<file path="src/sv/dnsp_pkg.sv">
// Types, codes and helper functions of the DNS message structure parser.
`default_nettype none

package dnsp_pkg;

  // Message sections.
  typedef enum logic [2:0] {
    SEC_HDR   = 3'd0,
    SEC_QD    = 3'd1,
    SEC_AN    = 3'd2,
    SEC_NS    = 3'd3,
    SEC_AR    = 3'd4,
    SEC_TRAIL = 3'd5
  } sec_t;

  // Field kinds of one classified byte.
  typedef enum logic [3:0] {
    KIND_HDR     = 4'd0,
    KIND_LABLEN  = 4'd1,
    KIND_LABTEXT = 4'd2,
    KIND_PTRHI   = 4'd3,
    KIND_PTRLO   = 4'd4,
    KIND_NAMEEND = 4'd5,
    KIND_TYPE    = 4'd6,
    KIND_CLASS   = 4'd7,
    KIND_TTL     = 4'd8,
    KIND_RDLEN   = 4'd9,
    KIND_RDATA   = 4'd10,
    KIND_TRAIL   = 4'd11,
    KIND_IGN     = 4'd12
  } kind_t;

  // Error codes.
  typedef enum logic [1:0] {
    ERR_NONE  = 2'd0,
    ERR_LABEL = 2'd1,
    ERR_TRUNC = 2'd2
  } err_t;

  // Position inside a question or resource record.
  typedef enum logic [3:0] {
    PH_NAME   = 4'd0,
    PH_TEXT   = 4'd1,
    PH_PTRLO  = 4'd2,
    PH_TYPE0  = 4'd3,
    PH_TYPE1  = 4'd4,
    PH_CLASS0 = 4'd5,
    PH_CLASS1 = 4'd6,
    PH_TTL0   = 4'd7,
    PH_TTL1   = 4'd8,
    PH_TTL2   = 4'd9,
    PH_TTL3   = 4'd10,
    PH_RDLEN0 = 4'd11,
    PH_RDLEN1 = 4'd12,
    PH_RDATA  = 4'd13
  } phase_t;

  // Header layout: twelve bytes, counts in byte pairs 2 to 5.
  localparam logic [3:0] HDR_LEN       = 4'd12;
  localparam logic [3:0] HDR_CNT_FIRST = 4'd4;
  localparam logic [3:0] HDR_CNT_LAST  = 4'd11;
  localparam logic [2:0] HDR_PAIR_QD   = 3'd2;
  localparam logic [2:0] HDR_PAIR_AN   = 3'd3;
  localparam logic [2:0] HDR_PAIR_NS   = 3'd4;
  localparam logic [2:0] HDR_PAIR_AR   = 3'd5;

  // Label length byte classes.
  localparam logic [7:0] LABEL_MAX_PLUS1 = 8'd64;
  localparam logic [7:0] PTR_MARK        = 8'hC0;

  localparam int PTR_W = 14;
  localparam int CNT_W = 16;

  // First section at or after from whose record count is nonzero; bit 0 of
  // nz belongs to the question section. Trailing if none is left.
  function automatic sec_t next_sec(input logic [2:0] from, input logic [3:0] nz);
    sec_t res;
    logic found;
    res   = SEC_TRAIL;
    found = 1'b0;
    for (int i = 0; i < 4; i++) begin
      if (!found && (from <= 3'(i + 1)) && nz[i]) begin
        res   = sec_t'(3'(i + 1));
        found = 1'b1;
      end
    end
    return res;
  endfunction

endpackage

`default_nettype wire

</file>
<file path="src/sv/dns_message_structure_parser_top.sv">
// DNS message structure parser: classifies each message byte by section and field.
//
//   channel | ports                                   | direction
//   --------+-----------------------------------------+----------
//   in      | in_valid, in_stall, in_data_byte,       | into block
//           | in_end_of_packet                        |
//   out     | out_valid, out_stall, out_section,      | out of block
//           | out_field_kind, out_pointer_offset,     |
//           | out_error_code, out_packet_done         |
//
// One item enters per cycle while in_stall is low; it passes through the input
// register, then the result register, to the out ports. The parse state update
// is a single pass of counter and compare logic between these two registers.
// Reset (rst_n low, synchronous) empties both registers and clears the parse
// state; the state also returns to its reset value after the last byte.
// A stall on the result side holds the result register; in_stall is high while
// both registers hold an item and out_stall is high, so at most two items wait.
`default_nettype none

module dns_message_structure_parser_top import dnsp_pkg::*; (
  input  wire logic        clk,
  input  wire logic        rst_n,
  input  wire logic        in_valid,
  output logic             in_stall,
  input  wire logic [7:0]  in_data_byte,
  input  wire logic        in_end_of_packet,
  output logic             out_valid,
  input  wire logic        out_stall,
  output logic [2:0]       out_section,
  output logic [3:0]       out_field_kind,
  output logic [13:0]      out_pointer_offset,
  output logic [1:0]       out_error_code,
  output logic             out_packet_done
);

  // Input register.
  logic             s1_valid_r;
  logic [7:0]       s1_byte_r;
  logic             s1_eop_r;

  // Result register.
  logic             out_valid_r;
  sec_t             res_sec_r;
  kind_t            res_kind_r;
  logic [PTR_W-1:0] res_ptr_r;
  err_t             res_err_r;
  logic             res_done_r;

  // Parse state.
  logic [3:0]       pos_r, pos_nxt;
  logic [CNT_W-1:0] qd_r, qd_nxt, an_r, an_nxt, ns_r, ns_nxt, ar_r, ar_nxt;
  sec_t             sec_r, sec_nxt;
  phase_t           phase_r, phase_nxt;
  logic [CNT_W-1:0] rem_r, rem_nxt;
  logic [7:0]       held_r, held_nxt;
  err_t             err_r, err_nxt;

  // Classification of the byte in the input register.
  sec_t             sec_eff;
  phase_t           ph_eff;
  kind_t            kind;
  logic [PTR_W-1:0] ptr;
  err_t             err;
  logic             fin;
  logic [CNT_W-1:0] cnt_dec;
  logic [7:0]       b;

  logic advance;
  logic fire;
  logic in_take;

  // Handshake: the input register moves on whenever the result register is free.
  assign advance   = !out_valid_r || !out_stall;
  assign fire      = s1_valid_r && advance;
  assign in_stall  = s1_valid_r && !advance;
  assign in_take   = in_valid && !in_stall;
  assign out_valid = out_valid_r;

  assign b = s1_byte_r;

  // Next parse state and classification of the current byte.
  always_comb begin
    pos_nxt   = pos_r;
    qd_nxt    = qd_r;
    an_nxt    = an_r;
    ns_nxt    = ns_r;
    ar_nxt    = ar_r;
    sec_nxt   = sec_r;
    phase_nxt = phase_r;
    rem_nxt   = rem_r;
    held_nxt  = held_r;
    err_nxt   = err_r;
    kind      = KIND_HDR;
    ptr       = '0;
    err       = ERR_NONE;
    fin       = 1'b0;
    cnt_dec   = '0;
    sec_eff   = (sec_r > SEC_TRAIL) ? SEC_TRAIL : sec_r;
    ph_eff    = (phase_r > PH_RDATA) ? PH_NAME : phase_r;

    if (err_r != ERR_NONE) begin
      kind = KIND_IGN;
      err  = err_r;
    end else begin
      case (sec_eff)
        SEC_HDR: begin
          kind = KIND_HDR;
          // Record counts are big-endian byte pairs.
          if (pos_r inside {[HDR_CNT_FIRST:HDR_CNT_LAST]}) begin
            case (pos_r[3:1])
              HDR_PAIR_QD: qd_nxt = {qd_r[7:0], b};
              HDR_PAIR_AN: an_nxt = {an_r[7:0], b};
              HDR_PAIR_NS: ns_nxt = {ns_r[7:0], b};
              HDR_PAIR_AR: ar_nxt = {ar_r[7:0], b};
              default: ;
            endcase
          end
          if (pos_r < HDR_LEN) begin
            pos_nxt = pos_r + 4'd1;
          end
          if (pos_r >= HDR_CNT_LAST) begin
            sec_nxt   = next_sec(SEC_QD, {ar_nxt != '0, ns_nxt != '0,
                                          an_nxt != '0, qd_nxt != '0});
            phase_nxt = PH_NAME;
          end
        end
        SEC_TRAIL: begin
          kind    = KIND_TRAIL;
          sec_nxt = SEC_TRAIL;
        end
        default: begin
          case (ph_eff)
            PH_NAME: begin
              if (b == 8'd0) begin
                kind      = KIND_NAMEEND;
                phase_nxt = PH_TYPE0;
              end else if (b < LABEL_MAX_PLUS1) begin
                kind      = KIND_LABLEN;
                rem_nxt   = {8'd0, b};
                phase_nxt = PH_TEXT;
              end else if (b >= PTR_MARK) begin
                kind      = KIND_PTRHI;
                held_nxt  = b;
                phase_nxt = PH_PTRLO;
              end else begin
                kind    = KIND_LABLEN;
                err_nxt = ERR_LABEL;
                err     = ERR_LABEL;
              end
            end
            PH_TEXT: begin
              kind    = KIND_LABTEXT;
              rem_nxt = rem_r - 16'd1;
              if (rem_nxt == '0) begin
                phase_nxt = PH_NAME;
              end
            end
            PH_PTRLO: begin
              kind      = KIND_PTRLO;
              ptr       = {held_r[5:0], b};
              phase_nxt = PH_TYPE0;
            end
            PH_TYPE0: begin
              kind      = KIND_TYPE;
              phase_nxt = PH_TYPE1;
            end
            PH_TYPE1: begin
              kind      = KIND_TYPE;
              phase_nxt = PH_CLASS0;
            end
            PH_CLASS0: begin
              kind      = KIND_CLASS;
              phase_nxt = PH_CLASS1;
            end
            PH_CLASS1: begin
              kind = KIND_CLASS;
              // A question ends after its class; a record goes on to its TTL.
              if (sec_eff == SEC_QD) begin
                fin = 1'b1;
              end else begin
                phase_nxt = PH_TTL0;
              end
            end
            PH_TTL0: begin
              kind      = KIND_TTL;
              phase_nxt = PH_TTL1;
            end
            PH_TTL1: begin
              kind      = KIND_TTL;
              phase_nxt = PH_TTL2;
            end
            PH_TTL2: begin
              kind      = KIND_TTL;
              phase_nxt = PH_TTL3;
            end
            PH_TTL3: begin
              kind      = KIND_TTL;
              phase_nxt = PH_RDLEN0;
            end
            PH_RDLEN0: begin
              kind      = KIND_RDLEN;
              held_nxt  = b;
              phase_nxt = PH_RDLEN1;
            end
            PH_RDLEN1: begin
              kind    = KIND_RDLEN;
              rem_nxt = {held_r, b};
              if (rem_nxt == '0) begin
                fin = 1'b1;
              end else begin
                phase_nxt = PH_RDATA;
              end
            end
            default: begin
              kind    = KIND_RDATA;
              rem_nxt = rem_r - 16'd1;
              if (rem_nxt == '0) begin
                fin = 1'b1;
              end
            end
          endcase

          // End of a question or record: count it off, move on when the section is done.
          if (fin) begin
            phase_nxt = PH_NAME;
            case (sec_eff)
              SEC_QD: begin
                cnt_dec = qd_r - 16'd1;
                qd_nxt  = cnt_dec;
              end
              SEC_AN: begin
                cnt_dec = an_r - 16'd1;
                an_nxt  = cnt_dec;
              end
              SEC_NS: begin
                cnt_dec = ns_r - 16'd1;
                ns_nxt  = cnt_dec;
              end
              default: begin
                cnt_dec = ar_r - 16'd1;
                ar_nxt  = cnt_dec;
              end
            endcase
            if (cnt_dec == '0) begin
              sec_nxt = next_sec(sec_eff + 3'd1, {ar_nxt != '0, ns_nxt != '0,
                                                  an_nxt != '0, qd_nxt != '0});
            end
          end
        end
      endcase
    end

    // A last byte that leaves the structure open flags truncation.
    if (s1_eop_r && err == ERR_NONE && sec_nxt != SEC_TRAIL) begin
      err = ERR_TRUNC;
    end
  end

  // Input register.
  always_ff @(posedge clk) begin
    if (!rst_n) begin
      s1_valid_r <= 1'b0;
    end else if (in_take) begin
      s1_valid_r <= 1'b1;
    end else if (advance) begin
      s1_valid_r <= 1'b0;
    end
  end

  always_ff @(posedge clk) begin
    if (in_take) begin
      s1_byte_r <= in_data_byte;
      s1_eop_r  <= in_end_of_packet;
    end
  end

  // Result register.
  always_ff @(posedge clk) begin
    if (!rst_n) begin
      out_valid_r <= 1'b0;
    end else if (advance) begin
      out_valid_r <= s1_valid_r;
    end
  end

  always_ff @(posedge clk) begin
    if (fire) begin
      res_sec_r  <= sec_eff;
      res_kind_r <= kind;
      res_ptr_r  <= ptr;
      res_err_r  <= err;
      res_done_r <= s1_eop_r;
    end
  end

  // Parse state; everything returns to reset after the last byte.
  always_ff @(posedge clk) begin
    if (!rst_n || (fire && s1_eop_r)) begin
      pos_r   <= '0;
      qd_r    <= '0;
      an_r    <= '0;
      ns_r    <= '0;
      ar_r    <= '0;
      sec_r   <= SEC_HDR;
      phase_r <= PH_NAME;
      rem_r   <= '0;
      held_r  <= '0;
      err_r   <= ERR_NONE;
    end else if (fire) begin
      pos_r   <= pos_nxt;
      qd_r    <= qd_nxt;
      an_r    <= an_nxt;
      ns_r    <= ns_nxt;
      ar_r    <= ar_nxt;
      sec_r   <= sec_nxt;
      phase_r <= phase_nxt;
      rem_r   <= rem_nxt;
      held_r  <= held_nxt;
      err_r   <= err_nxt;
    end
  end

  assign out_section        = res_sec_r;
  assign out_field_kind     = res_kind_r;
  assign out_pointer_offset = res_ptr_r;
  assign out_error_code     = res_err_r;
  assign out_packet_done    = res_done_r;

endmodule

`default_nettype wire

</file>
<file path="config.mk">
export PLATFORM = sky130hd
export DESIGN_NAME = dns_message_structure_parser_top
export DESIGN_NICKNAME = d
export VERILOG_FILES = /design/src/sv/dnsp_pkg.sv /design/src/sv/dns_message_structure_parser_top.sv
export SDC_FILE = /design/constraint.sdc
export NUM_CORES = 1
export LEC_CHECK = 0
export ABC_AREA = 1
export BUFFER_PORTS_ARGS = -buffer_cell sky130_fd_sc_hd__buf_2
export CORE_MARGIN = 2
export CORE_UTILIZATION = 28
export DETAILED_ROUTE_END_ITERATION = 7
export PLACE_DENSITY = 0.39
export SLEW_MARGIN = 20
export SYNTH_ARGS = -nofsm -noshare
export SYNTH_HDL_FRONTEND = slang
export SYNTH_SLANG_ARGS = --single-unit
</file>
<file path="constraint.sdc">
create_clock -name clk -period 7.7 [get_ports clk]
set_input_delay 1.54 -clock clk [delete_from_list [all_inputs] [get_ports clk]]
set_output_delay 1.54 -clock clk [all_outputs]
set_load 0.03 [all_outputs]
</file>
Word-level counts from Yosys, hierarchy flattened
Cells that the tools add are included.
W data, S select, Z words.
- muxes and demuxes: 122
- equality and inequality tests: 30
- order comparisons: 12
- reduce and logical (&&, ||, !) cells: 64
- add/sub/neg operators: 7
- bitwise gates (word level): 8
- operators by type and width (operator ; count):
    $mux W16 ; 41
    $pmux W16 S2 ; 4
    $reduce_bool A16 Y1 ; 8
    $pmux W16 S3 ; 2
    $sub A16 B1 Y16 const B ; 5
    $pmux W4 S13 ; 1
    $logic_not A16 Y1 ; 3
    $mux W3 ; 14
    $mux W1 ; 40
    $mux W4 ; 9
    $pmux W4 S7 ; 1
    $mux W8 ; 3
    $eq A4 B4 Y1 const B ; 5
    $logic_and A1 B1 Y1 ; 17
    $eq A4 B3 Y1 const B ; 4
    $pmux W4 S2 ; 2
    $pmux W8 S2 ; 1
    $reduce_bool A15 Y1 ; 1
    $reduce_and A7 Y1 ; 2
    $eq A3 B2 Y1 const B ; 4
    $ne A4 B4 Y1 const B ; 3
    $logic_not A1 Y1 ; 11
    $reduce_or A11 Y1 ; 1
    $ne A2 B2 Y1 const B ; 5
    other kinds (36) ; 56
- output and inout port bits: 26
- register bits after elaboration: 135

Logic depth before layout (Yosys ltp)
Gate-level depths: netlist of run 1.
- depth in word-level cells: 43
- depth in mapped cells: 25

Worst setup path after synthesis of run 1
No wires, ideal clock.
- path type: in2out
- from: input out_stall
- to: output in_stall
- stages: 2
- data required time: 6.160 ns
- setup slack: 4.100 ns
- arrival time: 2.060 ns
- cell sequence: nand2_1 -> nor2_1
- word-level cells in the longest chain between the ends: 4
- RTL lines (what ; line ; RTL):
    start, declared ; dns_message_structure_parser_top.sv:28 ; input wire logic out_stall,
    $logic_not A1 Y1 ; dns_message_structure_parser_top.sv:73 ; assign advance = !out_valid_r || !out_stall;
    $logic_or A1 B1 Y1 ; dns_message_structure_parser_top.sv:73 ;
    $logic_not A1 Y1 ; dns_message_structure_parser_top.sv:75 ; assign in_stall = s1_valid_r && !advance;
    $logic_and A1 B1 Y1 ; dns_message_structure_parser_top.sv:75 ;
    end, declared ; dns_message_structure_parser_top.sv:24 ; output logic in_stall,
No other way between the ends.

Final worst setup path of run 1
- from: input out_stall
- to: register an_r[12]
- word-level cells in the longest chain between the ends: 5
- elaborated cells between the ends (all ways): 6
- classes of those cells: reduce/logical (6)
- RTL lines (what ; line ; RTL):
    $logic_not A1 Y1 * ; dns_message_structure_parser_top.sv:73 ;
    $logic_or A1 B1 Y1 * ; dns_message_structure_parser_top.sv:73 ;
    $logic_and A1 B1 Y1 * ; dns_message_structure_parser_top.sv:74 ; assign fire = s1_valid_r && advance;
    net fire ; dns_message_structure_parser_top.sv:69 ; logic fire;
    $logic_and A1 B1 Y1 ; dns_message_structure_parser_top.sv:298 ; if (!rst_n || (fire && s1_eop_r)) begin
    $logic_or A1 B1 Y1 ; dns_message_structure_parser_top.sv:298 ;
    end signal, assigned ; dns_message_structure_parser_top.sv:312 ; an_r <= an_nxt;
    end, declared ; dns_message_structure_parser_top.sv:51 ; logic [CNT_W-1:0] qd_r, qd_nxt, an_r, an_nxt, ns_r, ns_nxt, ar_r, ar_nxt;
Mark *: on every way through the listed nets, which the timed path passes. The rest lies on a longest branch.
A chain may end at the register's enable or synchronous reset.

==> impl_metrics.tcl, run 1 <==
set metrics [dict create \
    timing.rr.end "an_r[12]" \
    syn_area_per_cell_um2 6.066 \
    vdd_drop_max_mv 0.1589 \
    cts_sinks 135 \
    synth_xor_area_share_pct 1.014 \
    max_freq_mhz 228.1 \
    clk_path_buf_depth 2 \
    post_dp_cell_area_um2 10870 \
    synthTopCellsByArea "dfxtp_1 (20%), nand2_1 (17%), edfxtp_1 (9.6%), o21ai_0 (9.4%), nor2_1 (8.4%)" \
    synth_cells 1709 \
    avgViaCountPerCell 5.033 \
    postCtsSetupBuffers 0 \
    final.setup.tns_ns 0 \
    grt_pass1_vias 10334 \
    wirelength_um 38750 \
    yosys.area.top_type "dfxtp_1" \
    maxCapViolCount 0 \
    post-dp-hpwl_um 27580 \
    num_io_pins 39 \
    clock_latency_ns 0.45 \
    synthAdderAreaFrac_pct 2.534 \
    synth-compound-area-share_pct 20.34 \
    root_buffer "clkbuf_16" \
    crit_type "primary input to flop" \
    syn2layout_area_growth_pct 10.55 \
    hold_path_depth 1 \
    cp.required_ns 8.08 \
    antenna_cells 0 \
    antenna_found_initial 0 \
    cts_buffers 17 \
    final_max_slew_viol_count 0 \
    ff2ff_path_depth 14 \
    maxSlewHeadroom_pct 28.46 \
    synth_async_sr_flop_share_pct 0 \
    stdcell_count 2184 \
    holdCritStartpoint "pos_r[0]" \
    start_kind "primary input" \
    chipHeight_um 196.4 \
    placed_cells 2152 \
    initialDrtViolationCount 739 \
    fp.dieW_um 196.4 \
    coreArea_um2 36520 \
    yosys_warnings 0 \
    crit_path_top_delay_cell "inv_4" \
    synth_top_flop_cell "dfxtp_1" \
    synth_nets 1743 \
    leakage_nw 5.441 \
    reg2reg_setup_slack_ns 3.34 \
    ctsHoldBuffers 0 \
    skew_ns 0.01577 \
    drtPass1Iterations 6 \
    cts_resized 0 \
    tightest_slew_ns 1.073 \
    num-fill-cells 4116 \
    drive_above_1_share_pct 8.217 \
    min_period_ns 4.384 \
    max_stage_delay_ns 0.79 \
    routedWlPerCell_um 17.74 \
    hold_viol 0 \
    outcome "finished clean" \
    grt_max_degree 105 \
    synth_commonest_cells "nand2_1 (457), nor2_1 (231), o21ai_0 (195)" \
    grt_pass1_wl_um 60440 \
    synth_top_area_share_pct 19.70 \
    cpLargestDelayFamily "simple AND/OR/NAND/NOR gates" \
    cts_max_level 4 \
    ys_ff_latch 135 \
    postLayoutCellArea_um2 11460 \
    die_area_um2 38580 \
    final_nets 1737 \
    numPortBuffers 38 \
    synth-simple-area-share_pct 36.99 \
    num_rows 70 \
    via_count 10993 \
    ys_seq_area_share_pct 29.25 \
    rsz0062_at_grt "false" \
    initial_core_util_pct 28.39 \
    synth_area_um2 10370 \
    synth_top_family_by_area "simple AND/OR/NAND/NOR gates" \
    synth-edff-count 33 \
    overflow 0 \
    post-route-period-util_pct 56.93 \
    critPathBufInv 5 \
    yosys.cell_count.top_type "nand2_1" \
    worstSetupEndpointType "flop" \
    clkTransAtPathRegs_ns 0.07 \
    grt_use_total_pct 20.29 \
    hp-class "flop to flop" \
    finalSetupViolCount 0 \
    cpMostUsedCell "inv_1" \
    arrival_ns 4.76 \
    synth_mux_area_share_pct 0 \
    reg2reg_from "b[6]" \
    crit_path_max_fanout 104 \
    postRouteAntennaNets 0 \
    ys_types 49 \
    drc_errors 0 \
    place.gp.congestion 0.8510 \
    hold_end "pos_r[0]" \
    cts_tree "yes" \
    p_per_area_nw_per_um2 213.9 \
    path_cells "buf_2 > nand2_1 > inv_1 > nor2_4 > inv_1 > nor2_1 > inv_1 > nor2_1 > nand2_4 > inv_4 > o21ai_0 > a31oi_1" \
]
==> cell usage in the layout, fill, tap and decap left out, drive strengths merged <==
cell / count
clkbuf: 19
nand3b: 3
nand2: 465
o211ai: 3
nor4: 6
o21a: 1
a2111oi: 1
and2: 6
a21boi: 2
a31oi: 13
ha: 21
o21bai: 1
a21oi: 128
and3: 1
xor2: 9
or2: 3
o21ai: 211
buf: 47
nand4: 26
nor2: 253
nor3: 12
a211oi: 22
clkinvlp: 2
bufinv: 1
a21o: 1
edfxtp: 33
nor4b: 1
inv: 185
a221oi: 5
a22oi: 1
dfxtp: 102
clkinv: 4
xnor2: 3
nand3: 125
==> routing by layer <==
| layer | track usage (%) | wire, µm |
|---|---|---|
| met5 | 0 | 0 |
| met4 | 6.145 | 794 |
| met1 | 28.86 | 19500 |
| met2 | 31.74 | 16850 |
| met3 | 2.841 | 1604 |
==> worst max-delay path by stage <==
stage	start	cells past startpoint	endpoint
finish	out_stall	12	an_r[12]
global route	out_stall	12	an_r[11]
CTS	sec_r[2]	23	out_error_code[1]
detailed placement	out_stall	12	an_r[12]
global placement	out_stall	12	an_r[6]
floorplan	out_stall	2	in_stall
==> metrics by stage <==
stage	hold WS (ns)	utilization (%)	setup slack, ns	power (W)
final	0.4915	31.38	3.316	0.002452
after floorplan	0.4478	-	4.100	0.001392
after detailed placement	0.4829	29.77	2.858	0.001604
after global routing	0.5288	31.38	2.867	0.002619
after CTS	0.4966	31.38	3.324	0.002477
after global placement	0.4748	29.77	2.973	0.001605
==> flip-flops by register name, indices dropped and copies added, names as in the netlist, 2 cells and up <==
name and count:
out_field_kind 4, sec_r 3, out_pointer_offset 14, out_error_code 2
ns_r 16, ar_r 16, qd_r 16, out_section 3
an_r 16, rem_r 16, pos_r 4, b 8
phase_r 4, held_r 8
==> power breakdown <==
part           leakage (nW)  internal, W  total [W]  switching (W)
Sequential             1.15     0.000769   0.000831      0.0000619
Combinational          4.01     0.000228   0.000762       0.000534
Clock                 0.284     0.000474   0.000859       0.000385
==> final cells by class <==
type	instances	area [µm²]	share of cell area, %
flip-flops and latches	135	3033	26.46
well taps	468	585.6	5.109
clock inverters	13	133.9	1.168
inverters	179	676.9	5.906
repair buffers	47	257.7	2.249
clock buffers	19	454.2	3.963
multi-input cells	1323	6320	55.14
==> cells by family (layout without fill, tap and decap cells) <==
logic type      count (synthesis)  in the layout
flops                         135            135
buf+inv                       251            258
compound gates                389            389
simple gates                  901            901
fa+ha+maj                      21             21
xor+xnor                       12             12
(Power assumes the default switching activity.)
==> run 2, diff against run 1 <==
==> constraint.sdc (replaced) <==
create_clock -name clk -period 4.2 [get_ports clk]
set_input_delay 0.84 -clock clk [delete_from_list [all_inputs] [get_ports clk]]
set_output_delay 0.84 -clock clk [all_outputs]
set_load 0.03 [all_outputs]
==> run 2 against run 1 <==
Net effect: worst hold slack got worse by 0.0018 ns; critical endpoint is now out_error_code[1]; utilization rose by 0.50 points; final area is 1.6% higher; final cell count up 0.78%; sequential share of layout area is 0.42 points lower.
==> impl_metrics.tcl, run 2 (synthesis gave the netlist of run 1 again) <==
set metrics [dict create \
    outcome "finished clean" \
    drive_above_1_share_pct 9.059 \
    p_per_area_nw_per_um2 392.0 \
    p_sw_w 0.001779 \
    seqPwrFrac_pct 33.2 \
    final_common_cell "nand2_1" \
    routedWlPerCell_um 17.88 \
    stdcell_count 2201 \
    die_area_um2 38580 \
    initial_core_util_pct 28.39 \
    postCtsSetupBuffers 0 \
    post_dp_cell_area_um2 11040 \
    leakage_nw 5.537 \
    fp.dieW_um 196.4 \
    postLayoutCellArea_um2 11640 \
    num_rows 70 \
    clk_path_buf_depth 2 \
    min_period_ns 3.649 \
    p_total_w 0.004564 \
    rsz0062_at_grt "false" \
    path_cells "inv_4 > nand2_2 > nor2_1 > ha_1 > inv_1 > nand2_1 > nor2_1 > o21ai_0 > nor2_1 > nand3_1 > nor3_1 > nand3_1 > nand2_1 > inv_1 > nand2_1 > nand2_1 > nand2_1 > nand2_1 > nand2_1 > nand2_1 > nor2_1 > nor2_1" \
    antenna_found_initial 1 \
    cts_buffers 17 \
    final_cell_mix "nand2_1 (457), nor2_1 (231), o21ai_0 (194), inv_1 (166), nand3_1 (122)" \
    crit_type "flop to flop" \
    grt_use_total_pct 20.73 \
    antenna_cells 0 \
    cp.required_ns 4.41 \
    worstSetupEndpointType "flop" \
    grt_pass1_vias 10492 \
    arrival_ns 3.86 \
    cpMostUsedCell "nand2_1" \
    wirelength_um 39350 \
    finalSetupViolCount 0 \
    final_core_util_pct 31.88 \
    chipHeight_um 196.4 \
    syn2layout_area_growth_pct 12.31 \
    final_nets 1754 \
    clkTransAtPathRegs_ns 0.07 \
    max_stage_delay_ns 0.68 \
    initialDrtViolationCount 786 \
    overflow 0 \
    crit_path_top_delay_cell "nor2_1" \
    postRouteAntennaNets 0 \
    skew_ns 0.01256 \
    cts_max_level 4 \
    post-route-period-util_pct 86.87 \
    placed_cells 2169 \
    start_kind "flop" \
    place.gp.congestion 0.8545 \
    grt_max_degree 71 \
    coreArea_um2 36520 \
    drc_errors 0 \
    numPortBuffers 38 \
    intPower_w 0.002785 \
    vdd_drop_max_mv 0.2674 \
    swShare_pct 38.98 \
    cts_sinks 135 \
    final_max_slew_viol_count 0 \
    hold_viol 0 \
    maxCapViolCount 0 \
    crit_path_max_fanout 12 \
    drtPass1Iterations 7 \
    ctsHoldBuffers 0 \
    p_clk_share_pct 35.4 \
    via_count 11061 \
    pwr-share-comb_pct 31.5 \
    post-dp-hpwl_um 29020 \
    cts_resized 0 \
    cts_tree "yes" \
    maxSlewHeadroom_pct 40.98 \
    root_buffer "clkbuf_16" \
    max_freq_mhz 274.1 \
    final.setup.tns_ns 0 \
    grt_pass1_wl_um 61350 \
    avgViaCountPerCell 5.025 \
    tightest_slew_ns 0.8821 \
    clock_latency_ns 0.45 \
    hp-class "flop to flop" \
    num_io_pins 39 \
]
==> run 2: cell types whose count changed in the layout (fill, tap and decap cells not counted), moves of 2 or more <==
cell       delta
buf_4        +14
inv_6         -2
clkinv_4      +2
buf_12        +3
bufinv_16     +2
inv_8         -2
==> run 2: critical path, delay by kind of cell, from the launching register on <==
family	cells	cell delay, ns
AND/OR/NAND/NOR	17	2.17
buffers and inverters	3	0.22
flip-flops	1	0.59
adder cells (fa/ha/maj)	1	0.21
AO/OA/AOI/OAI	1	0.22
==> run 2: worst paths after layout <==
check        startpoint  depth (start not counted)                end  slack (ns)
min reg2reg    pos_r[0]                          1           pos_r[0]        0.49
max reg2reg    sec_r[2]                         22  out_error_code[1]        0.55
max            sec_r[2]                         22  out_error_code[1]        0.55
min            pos_r[0]                          1           pos_r[0]        0.49
==> run 2: layout make-up <==
cell class | instances | area [µm²]
Inverter | 179 | 678.2
Multi-Input combinational cell | 1323 | 6320
Timing Repair Buffer | 64 | 422.9
Fill cell | 4062 | 24880
Clock buffer | 18 | 429.2
Sequential cell | 135 | 3033
Tap cell | 468 | 585.6
Clock inverter | 14 | 175.2
==> run 2: per-stage QoR <==
step | worst slack, ns | hold slack [ns]
floorplan | 1.315 | 0.4478
global placement | 0.6084 | 0.4695
detailed placement | 0.6157 | 0.4736
CTS | 0.5978 | 0.4889
global route | 0.1887 | 0.5239
finish | 0.5513 | 0.4897
==> run 2: routing by layer <==
metal | wire length, µm | track usage, % | share of wire [%] | vias up
met5 | 7 | 0 | 0.018 | -
met4 | 904 | 5.976 | 2.3 | 2
met3 | 1429 | 3.268 | 3.6 | 47
met2 | 17360 | 33.00 | 44 | 242
met1 | 19650 | 28.92 | 50 | 5087
li1 | - | - | - | 5683
==> run 2: power by group through the flow <==
stage / sequential, W / clock (W) / combinational [W]
after global routing: 0.00153 / 0.00172 / 0.00163
final: 0.00151 / 0.00161 / 0.00144
after CTS: 0.00151 / 0.00167 / 0.00143
after global placement: 0.00154 / 0 / 0.00144
after detailed placement: 0.00154 / 0 / 0.00143
after floorplan: 0.00152 / 0 / 0.00103
